**src/tprd_pkg.sv**
```systemverilog
// Package for the touchpad report decoder: IDs, event and verdict codes.
// No dependencies.
package tprd_pkg;
  localparam int MAX_CONTACTS = 16;
  localparam int CID_W = 4;
  localparam logic [7:0] ID_AUDIO = 8'h3E;
  localparam logic [7:0] ID_TOUCH = 8'h33;
  localparam logic [7:0] ID_DOUBLE = 8'h34;
  localparam logic [7:0] ID_KEYBOARD = 8'h01;
  localparam logic [7:0] ID_MOUSE = 8'h02;
  localparam logic [1:0] EV_CONTACT = 2'd0;
  localparam logic [1:0] EV_FRAME = 2'd1;
  localparam logic [1:0] EV_BUTTON = 2'd2;
  localparam logic [1:0] EV_DONE = 2'd3;
  localparam logic [1:0] VD_PASS = 2'd0;
  localparam logic [1:0] VD_CONSUMED = 2'd1;
  localparam logic [1:0] VD_KEYBOARD = 2'd2;
  localparam logic [1:0] VD_SIZE_ERR = 2'd3;
  localparam logic [0:0] REG_AUDIO = 1'd0;
  localparam logic [0:0] REG_MT = 1'd1;
  typedef struct packed {
    logic       last;
    logic       audio_inserted;
    logic       audio_update;
    logic [1:0] verdict;
    logic       button_pressed;
    logic [1:0] button_id;
    logic       any_touch;
    logic [11:0] pos_y;
    logic [11:0] pos_x;
    logic       touch_active;
    logic [3:0] track_id;
    logic [1:0] event_kind;
  } result_t;
endpackage

```
**src/touchpad_report_decoder.sv**
```systemverilog
// Touchpad report decoder top level: byte parser, contact table memory,
// event sequencer. Depends on tprd_pkg.
// Bytes pass the idle and byte states; contact events leave from the byte state. A
// report end passes the frame (touch report with contacts), button (touch report)
// and done states. Disconnect reads out each active contact, a frame end if any,
// buttons and done. One item in work at a time; each result also waits for a free output.
// Reset (rst, synchronous) clears the active bits, buttons and parser state.
module touchpad_report_decoder (
  input  logic        clk,
  input  logic        rst,
  input  logic        s_tvalid,
  output logic        s_tready,
  input  logic [15:0] s_tdata,  // byte_value[7:0], report_size[15:8]
  input  logic        s_tuser,  // command
  output logic        m_tvalid,
  input  logic        m_tready,
  output logic [39:0] m_tdata,  // event_kind, track_id, touch_active, pos_x, pos_y,
                                // any_touch, button_id, button_pressed, verdict,
                                // audio_update, audio_inserted (zero fill)
  output logic        m_tlast,
  input  logic        cfg_we,
  input  logic        cfg_addr,
  input  logic        cfg_wdata
);
  localparam int MAX_CONTACTS_IDX = tprd_pkg::MAX_CONTACTS - 1;
  localparam logic [2:0] S_IDLE = 3'd0;
  localparam logic [2:0] S_BYTE = 3'd1;
  localparam logic [2:0] S_FRAME = 3'd2;
  localparam logic [2:0] S_BTN = 3'd3;
  localparam logic [2:0] S_DONE = 3'd4;
  localparam logic [2:0] S_DISC = 3'd5;
  localparam logic [2:0] S_DREAD = 3'd6;

  logic [2:0] state;
  logic audio_en, mt_en;
  logic [15:0] active;
  logic [23:0] pos_mem [MAX_CONTACTS_IDX:0];
  logic [23:0] rd_data;
  logic [3:0] rd_addr;
  logic mem_we;
  logic [2:0] held, nbtn;
  logic [7:0] bidx, rid, in_byte, in_size;
  logic [23:0] rec;
  logic any_t, size_bad, aud_nz, disc;
  logic [1:0] btn;
  logic [4:0] scan;
  logic disc_sent;
  tprd_pkg::result_t res, res_next;
  logic res_valid, res_load, out_free;

  logic is_audio, touch_ok, at_end, rec_end, cid_ok;
  logic [7:0] sz;
  logic [3:0] cid;
  logic t;
  logic [11:0] px, py;
  logic [1:0] verdict;
  logic [2:0] chg;

  assign s_tready = (state == S_IDLE);
  assign m_tvalid = res_valid;
  assign m_tlast = res.last;
  assign m_tdata = {1'b0, res[38:0]};

  always_ff @(posedge clk) begin
    if (mem_we) pos_mem[cid] <= {py, px};
    rd_data <= pos_mem[rd_addr];
  end

  always_comb begin
    sz = (in_size == 8'd0) ? 8'd1 : in_size;
    is_audio = audio_en && rid == tprd_pkg::ID_AUDIO;
    touch_ok = !is_audio && mt_en && rid == tprd_pkg::ID_TOUCH && !size_bad;
    at_end = ({1'b0, bidx} + 9'd1) >= {1'b0, sz};
    rec_end = touch_ok && (bidx >= 8'd2) && (bidx[1:0] == 2'd1);
    cid = rec[3:0];
    cid_ok = {1'b0, cid} < 5'(tprd_pkg::MAX_CONTACTS);
    t = rec[4];
    px = {rec[19:16], rec[15:8]};
    py = {in_byte, rec[23:20]};
    verdict = tprd_pkg::VD_PASS;
    if (disc) verdict = tprd_pkg::VD_CONSUMED;
    else if (is_audio) verdict = tprd_pkg::VD_CONSUMED;
    else if (mt_en) begin
      case (rid)
        tprd_pkg::ID_KEYBOARD: verdict = tprd_pkg::VD_KEYBOARD;
        tprd_pkg::ID_DOUBLE:   verdict = tprd_pkg::VD_CONSUMED;
        tprd_pkg::ID_TOUCH:    verdict = size_bad ? tprd_pkg::VD_SIZE_ERR
                                                  : tprd_pkg::VD_CONSUMED;
        default:               verdict = tprd_pkg::VD_PASS;
      endcase
    end
    chg = held ^ nbtn;
    rd_addr = scan[3:0];
    out_free = !res_valid || m_tready;
    res_load = 1'b0;
    res_next = '0;
    mem_we = 1'b0;
    case (state)
      S_BYTE: if (out_free && rec_end) begin
        res_load = 1'b1;
        res_next.event_kind = tprd_pkg::EV_CONTACT;
        res_next.track_id = cid;
        res_next.touch_active = t;
        res_next.pos_x = px;
        res_next.pos_y = py;
        res_next.last = !at_end;
        mem_we = cid_ok;
      end
      S_FRAME: if (out_free) begin
        res_load = 1'b1;
        res_next.event_kind = tprd_pkg::EV_FRAME;
        res_next.any_touch = any_t;
      end
      S_BTN: if (out_free && btn != 2'd3 && chg[btn]) begin
        res_load = 1'b1;
        res_next.event_kind = tprd_pkg::EV_BUTTON;
        res_next.button_id = btn;
        res_next.button_pressed = nbtn[btn];
      end
      S_DONE: if (out_free) begin
        res_load = 1'b1;
        res_next.event_kind = tprd_pkg::EV_DONE;
        res_next.verdict = verdict;
        res_next.audio_update = is_audio && !disc;
        res_next.audio_inserted = is_audio && !disc && aud_nz;
        res_next.last = 1'b1;
      end
      S_DISC: if (out_free && scan[4] && disc_sent) begin
        res_load = 1'b1;
        res_next.event_kind = tprd_pkg::EV_FRAME;
      end
      S_DREAD: if (out_free) begin
        res_load = 1'b1;
        res_next.event_kind = tprd_pkg::EV_CONTACT;
        res_next.track_id = scan[3:0];
        res_next.pos_x = rd_data[11:0];
        res_next.pos_y = rd_data[23:12];
      end
      default: ;
    endcase
  end

  always_ff @(posedge clk) begin
    if (rst) begin
      state <= S_IDLE; audio_en <= 1'b0; mt_en <= 1'b0; active <= '0;
      held <= '0; nbtn <= '0; bidx <= '0; rid <= '0; rec <= '0; any_t <= 1'b0;
      size_bad <= 1'b0; aud_nz <= 1'b0; res_valid <= 1'b0; btn <= '0;
      scan <= '0; disc_sent <= 1'b0; res <= '0; disc <= 1'b0;
    end else begin
      res_valid <= res_load || (res_valid && !m_tready);
      if (res_load) res <= res_next;
      if (cfg_we) begin
        if (cfg_addr == tprd_pkg::REG_AUDIO) audio_en <= cfg_wdata;
        else mt_en <= cfg_wdata;
      end
      case (state)
        S_IDLE: if (s_tvalid) begin
          in_byte <= s_tdata[7:0];
          in_size <= s_tdata[15:8];
          disc <= s_tuser;
          if (s_tuser) begin
            scan <= '0; disc_sent <= 1'b0; state <= S_DISC;
          end else begin
            if (bidx == 8'd0) begin
              rid <= s_tdata[7:0];
              size_bad <= (s_tdata[15:8] < 8'd2) || (s_tdata[9:8] != 2'd2);
              aud_nz <= 1'b0; nbtn <= '0; any_t <= 1'b0; rec <= '0;
            end else if (bidx == 8'd1) begin
              aud_nz <= s_tdata[7:0] != 8'd0;
              nbtn <= s_tdata[3:1];
            end
            state <= S_BYTE;
          end
        end
        S_BYTE: if (out_free) begin
          if (rec_end) begin
            if (cid_ok) active[cid] <= t;
            if (t) any_t <= 1'b1;
          end else if (touch_ok && bidx >= 8'd2) begin
            case (bidx[1:0])
              2'd2: rec[7:0] <= in_byte;
              2'd3: rec[15:8] <= in_byte;
              default: rec[23:16] <= in_byte;
            endcase
          end
          if (!at_end) begin
            bidx <= bidx + 8'd1; state <= S_IDLE;
          end else begin
            btn <= '0;
            state <= (touch_ok && bidx >= 8'd5) ? S_FRAME
                   : (touch_ok ? S_BTN : S_DONE);
          end
        end
        S_FRAME: if (out_free) state <= S_BTN;
        S_BTN: if (out_free) begin
          if (btn == 2'd3) begin
            held <= nbtn; state <= S_DONE;
          end else begin
            btn <= btn + 2'd1;
          end
        end
        S_DONE: if (out_free) begin
          bidx <= '0; rid <= '0; rec <= '0; any_t <= 1'b0; size_bad <= 1'b0;
          aud_nz <= 1'b0; nbtn <= '0;
          state <= S_IDLE;
        end
        S_DISC: begin
          if (scan[4]) begin
            if (out_free) begin
              if (disc_sent) begin
                disc_sent <= 1'b0;
              end else begin
                nbtn <= '0; btn <= '0; state <= S_BTN;
              end
            end
          end else if (active[scan[3:0]]) begin
            state <= S_DREAD;
          end else scan <= scan + 5'd1;
        end
        S_DREAD: if (out_free) begin
          disc_sent <= 1'b1;
          active[scan[3:0]] <= 1'b0;
          scan <= scan + 5'd1; state <= S_DISC;
        end
        default: state <= S_IDLE;
      endcase
    end
  end
endmodule

```
**config.mk**
```make
export PLATFORM = sky130hd
export DESIGN_NAME = touchpad_report_decoder
export DESIGN_NICKNAME = d
export VERILOG_FILES = /design/src/tprd_pkg.sv /design/src/touchpad_report_decoder.sv
export SDC_FILE = /design/constraint.sdc
export NUM_CORES = 1
export LEC_CHECK = 0
export BUFFER_PORTS_ARGS = -buffer_cell sky130_fd_sc_hd__buf_2
export CELL_PAD_IN_SITES_DETAIL_PLACEMENT = 1
export CELL_PAD_IN_SITES_GLOBAL_PLACEMENT = 1
export CORE_ASPECT_RATIO = 0.8
export CORE_MARGIN = 3
export CORE_UTILIZATION = 50
export CTS_CLUSTER_DIAMETER = 50
export DETAILED_ROUTE_END_ITERATION = 8
export GPL_TIMING_DRIVEN = 0
export PLACE_DENSITY = 0.85
export SYNTH_ARGS = -nofsm -noshare
export SYNTH_HDL_FRONTEND = slang
export SYNTH_SLANG_ARGS = --single-unit
```
**constraint.sdc**
```tcl
create_clock -name clk -period 8.3 [get_ports clk]
set_clock_uncertainty 0.2 [all_clocks]
set_input_delay 0.83 -clock clk [delete_from_list [all_inputs] [get_ports clk]]
set_output_delay 0.83 -clock clk [all_outputs]
set_load 0.03 [all_outputs]
```
==> impl_metrics.yaml <==
outcome:
  outcome: "finished clean"
route:
  wl_per_cell_um: 31.32
  drt-total-wl_mm: 66.64
  drc_errors: 0
  wl_met3_mm: 6.057
  ant_nets: 0
  top_layer: "met4"
  wl_met1_mm: 26.34
  via_per_inst: 6.666
  firstDrtPassIters: 6
  met2_length_mm: 31.88
  vias: 14190
  drt_iter0_drc: 2075
power:
  peakVddDrop_mv: 0.1899
  p_leak_nw: 8.431
  powerDensity_nw_per_um2: 267.0
synthesis:
  synth_cell_types: 64
  yosys_warnings: 0
  synth_edf_count: 400
  synth.net_count: 1425
  synth_area_sq_um: 21750
  syn_inst: 1380
  synth_ff_type: "edfxtp_1"
  synth_seq_cells: 541
  seq_area_frac_synth_pct: 68.21
  syn_area_per_cell_sq_um: 15.76
  async_flop_share_pct: 0
worst_setup_path:
  crit_slowest_cell: "nor3_2"
  crit_type: "reg2reg"
  reg2reg_depth: 9
  cp_common_cell: "or4_1"
  worst-path-max-fanout: 10
  path_delay_family: "simple AND/OR/NAND/NOR gates"
  cp_cell_sequence: "inv_1, ha_1, or4_1, o21ai_1, or4_1, buf_2, clkbuf_1, nor3_2, buf_4"
  critPathBufInv: 4
  required_ps: 8400
  worstSetupPathDepth: 9
  crit_arrival_ps: 4370
  cp-end-kind: "register"
  crit_path_max_incr_delay_ps: 1070
  reg2reg_slack_ps: 4020
  startpoint_type: "register"
die:
  rows: 67
  die_area_sq_um: 46050
  die_w_um: 239.2
  die_h_um: 192.5
  pin_count: 67
  initial_utilization_pct: 51.27
  coreArea_sq_um: 42420
sta:
  setup_violations: 0
  hold_viol_final: 0
  hold_ws_ps: 196.1
  max_slew.worst_pin.slew_ps: 1268
  max_freq_ghz: 0.2337
  drv_slew: 0
  max_slew_margin_pct: 14.79
  rsz0062_at_grt: "false"
  fin_crit_sh_pct: 51.55
  period_needed_ps: 4279
  setup_tns_ps: 0
clocking:
  cts-root-buf: "clkbuf_16"
  h-tree-depth: 2
  cts_hold_buf: 0
  post_cts_buffers: 0
  cts_tree: "yes"
  cts.repair.resized: 0
  clock-sinks: 541
  cts_buffer_depth: 3
  worstSkewPairLatency_ps: 620
  numCtsBuffers: 53
  path_clk_slew_ps: 60
placement:
  numPortBuffers: 64
  dpl.hpwl_mm: 44.20
  place_area_sq_um: 23230
  gp_congestion: 0.8909
global_routing:
  grt_max_degree: 26
  grt_pass1_wl_mm: 99.07
  grt_usage_pct: 29.59
  antenna_found_initial: 1
  grt-ovfl-total: 0
  grt_pass1_vias: 14750
cells_and_area:
  nFillCells: 3953
  synthToLayoutAreaGrowth_pct: 15.17
  nets: 1575
  drive_gt1_share_pct: 21.59
  final_cell_area_sq_um: 25050
min_path:
  hold_depth: 1
  hold_path.class: "in2reg"
run:
  cap_violations: 0
## cell usage after synthesis, drive strengths merged, types with 3 or more instances
cell type,n,area (sq um)
edfxtp,400,12010
clkbuf,73,274.0
and3,5,31.28
a31o,4,35.03
nand4,4,25.02
a31oi,6,37.54
xnor2,7,61.31
o311a,12,120.1
a21oi,82,410.4
nand2b,12,75.07
a22oi,31,232.7
or3,13,81.33
xor2,8,70.07
nand3b,4,30.03
a221oi,3,26.28
a32oi,5,43.79
or4b,3,30.03
o211a,4,40.04
inv,18,67.56
a211oi,5,37.54
mux2,3,33.78
nor2,78,292.8
nand3,66,330.3
nor3,35,185.2
nor2b,9,56.30
dfxtp,141,2823
buf,18,76.33
ha,21,262.8
nor4,6,37.54
mux4,121,2725
o21ai,35,175.2
and2,11,68.82
or4,4,30.03
mux2i,37,370.4
nand2,62,232.7
## registers in the layout, indices dropped and copies added, names as in the netlist, 5 cells and up
signal / flops
scan: 5
pos_mem: 384
in_byte: 8
rec: 21
active: 16
rd_data: 24
in_size: 8
m_tdata: 39
bidx: 8
rid: 8
## per-stage QoR
| step | worst slack, ps | cells | util [%] | total power [mW] |
|---|---|---|---|---|
| 6_report | 4021 | 2128 | 59.05 | 6.688 |
| 5_1_grt | 3956 | 2128 | 59.05 | 6.885 |
| 4_1_cts | 4116 | 2127 | 59.04 | 6.678 |
| 3_5_place_dp | 4176 | 2027 | 54.76 | 4.183 |
| 3_3_place_gp | 1774 | 1996 | 53.65 | 4.106 |
| 2_1_floorplan | 4225 | 1380 | - | 3.829 |
## cell families (layout without fill, tap and decap cells)
| family | Yosys count | count (layout) | synth area share, % |
|---|---|---|---|
| other cells | 1 | 2 | 0.01724 |
| fa+ha+maj | 21 | 21 | 1.208 |
| xor+xnor | 15 | 15 | 0.6041 |
| flops | 541 | 541 | 68.21 |
| compound gates | 208 | 208 | 6.151 |
| buf+inv | 110 | 305 | 1.939 |
| mux | 161 | 161 | 14.39 |
| simple gates | 323 | 323 | 7.479 |
## power breakdown
group | internal [mW] | switching [mW]
Clock | 1.43 | 1.08
Sequential | 3.02 | 0.138
Combinational | 0.391 | 0.627
## metal layers
metal | global-route usage, % | vias to the layer above
met4 | 11.06 | 0
li1 | - | 5741
met1 | 41.04 | 7404
met3 | 5.458 | 165
met5 | 0 | -
met2 | 47.29 | 876
## final cells by class
| class | count | area [sq um] | area share [%] |
|---|---|---|---|
| Timing Repair Buffer | 95 | 698.2 | 2.787 |
| Clock buffer | 68 | 1474 | 5.885 |
| Multi-Input combinational cell | 729 | 6584 | 26.29 |
| Clock inverter | 32 | 341.6 | 1.364 |
| Inverter | 19 | 71.32 | 0.2847 |
| Buffer | 91 | 350.3 | 1.399 |
| Tap cell | 552 | 690.7 | 2.758 |
| Antenna cell | 1 | 2.502 | 0.009991 |
| Sequential cell | 541 | 14830 | 59.23 |
## final timing paths
| check | startpoint | end |
|---|---|---|
| min | s_tdata[13] | in_size[5]$_DFFE_PP_ |
| max | bidx[0]$_SDFFE_PP0P_ | pos_mem[12][7]$_DFFE_PP_ |
| min reg2reg | m_tdata[7]$_SDFFE_PP0P_ | m_tdata[7]$_SDFFE_PP0P_ |
| max reg2reg | bidx[0]$_SDFFE_PP0P_ | pos_mem[12][7]$_DFFE_PP_ |
## placed cells by master, fill, tap and decap left out, types with 54 or more instances in the layout
cell type and n:
a21oi_1 82, buf_2 68, clkbuf_1 80, clkbuf_16 54, dfxtp_1 141, edfxtp_1 400
mux4_2 121, nand2_1 62, nand3_1 66, nor2_1 73
## worst register-to-register path, stage by stage, from the launching register on
cell,delay [ps]
dfxtp_1,390
inv_1,180
ha_1,250
or4_1,160
o21ai_1,110
or4_1,530
buf_2,240
clkbuf_1,450
nor3_2,1070
buf_4,380
Note: power is estimated with default switching activity, not from simulation.
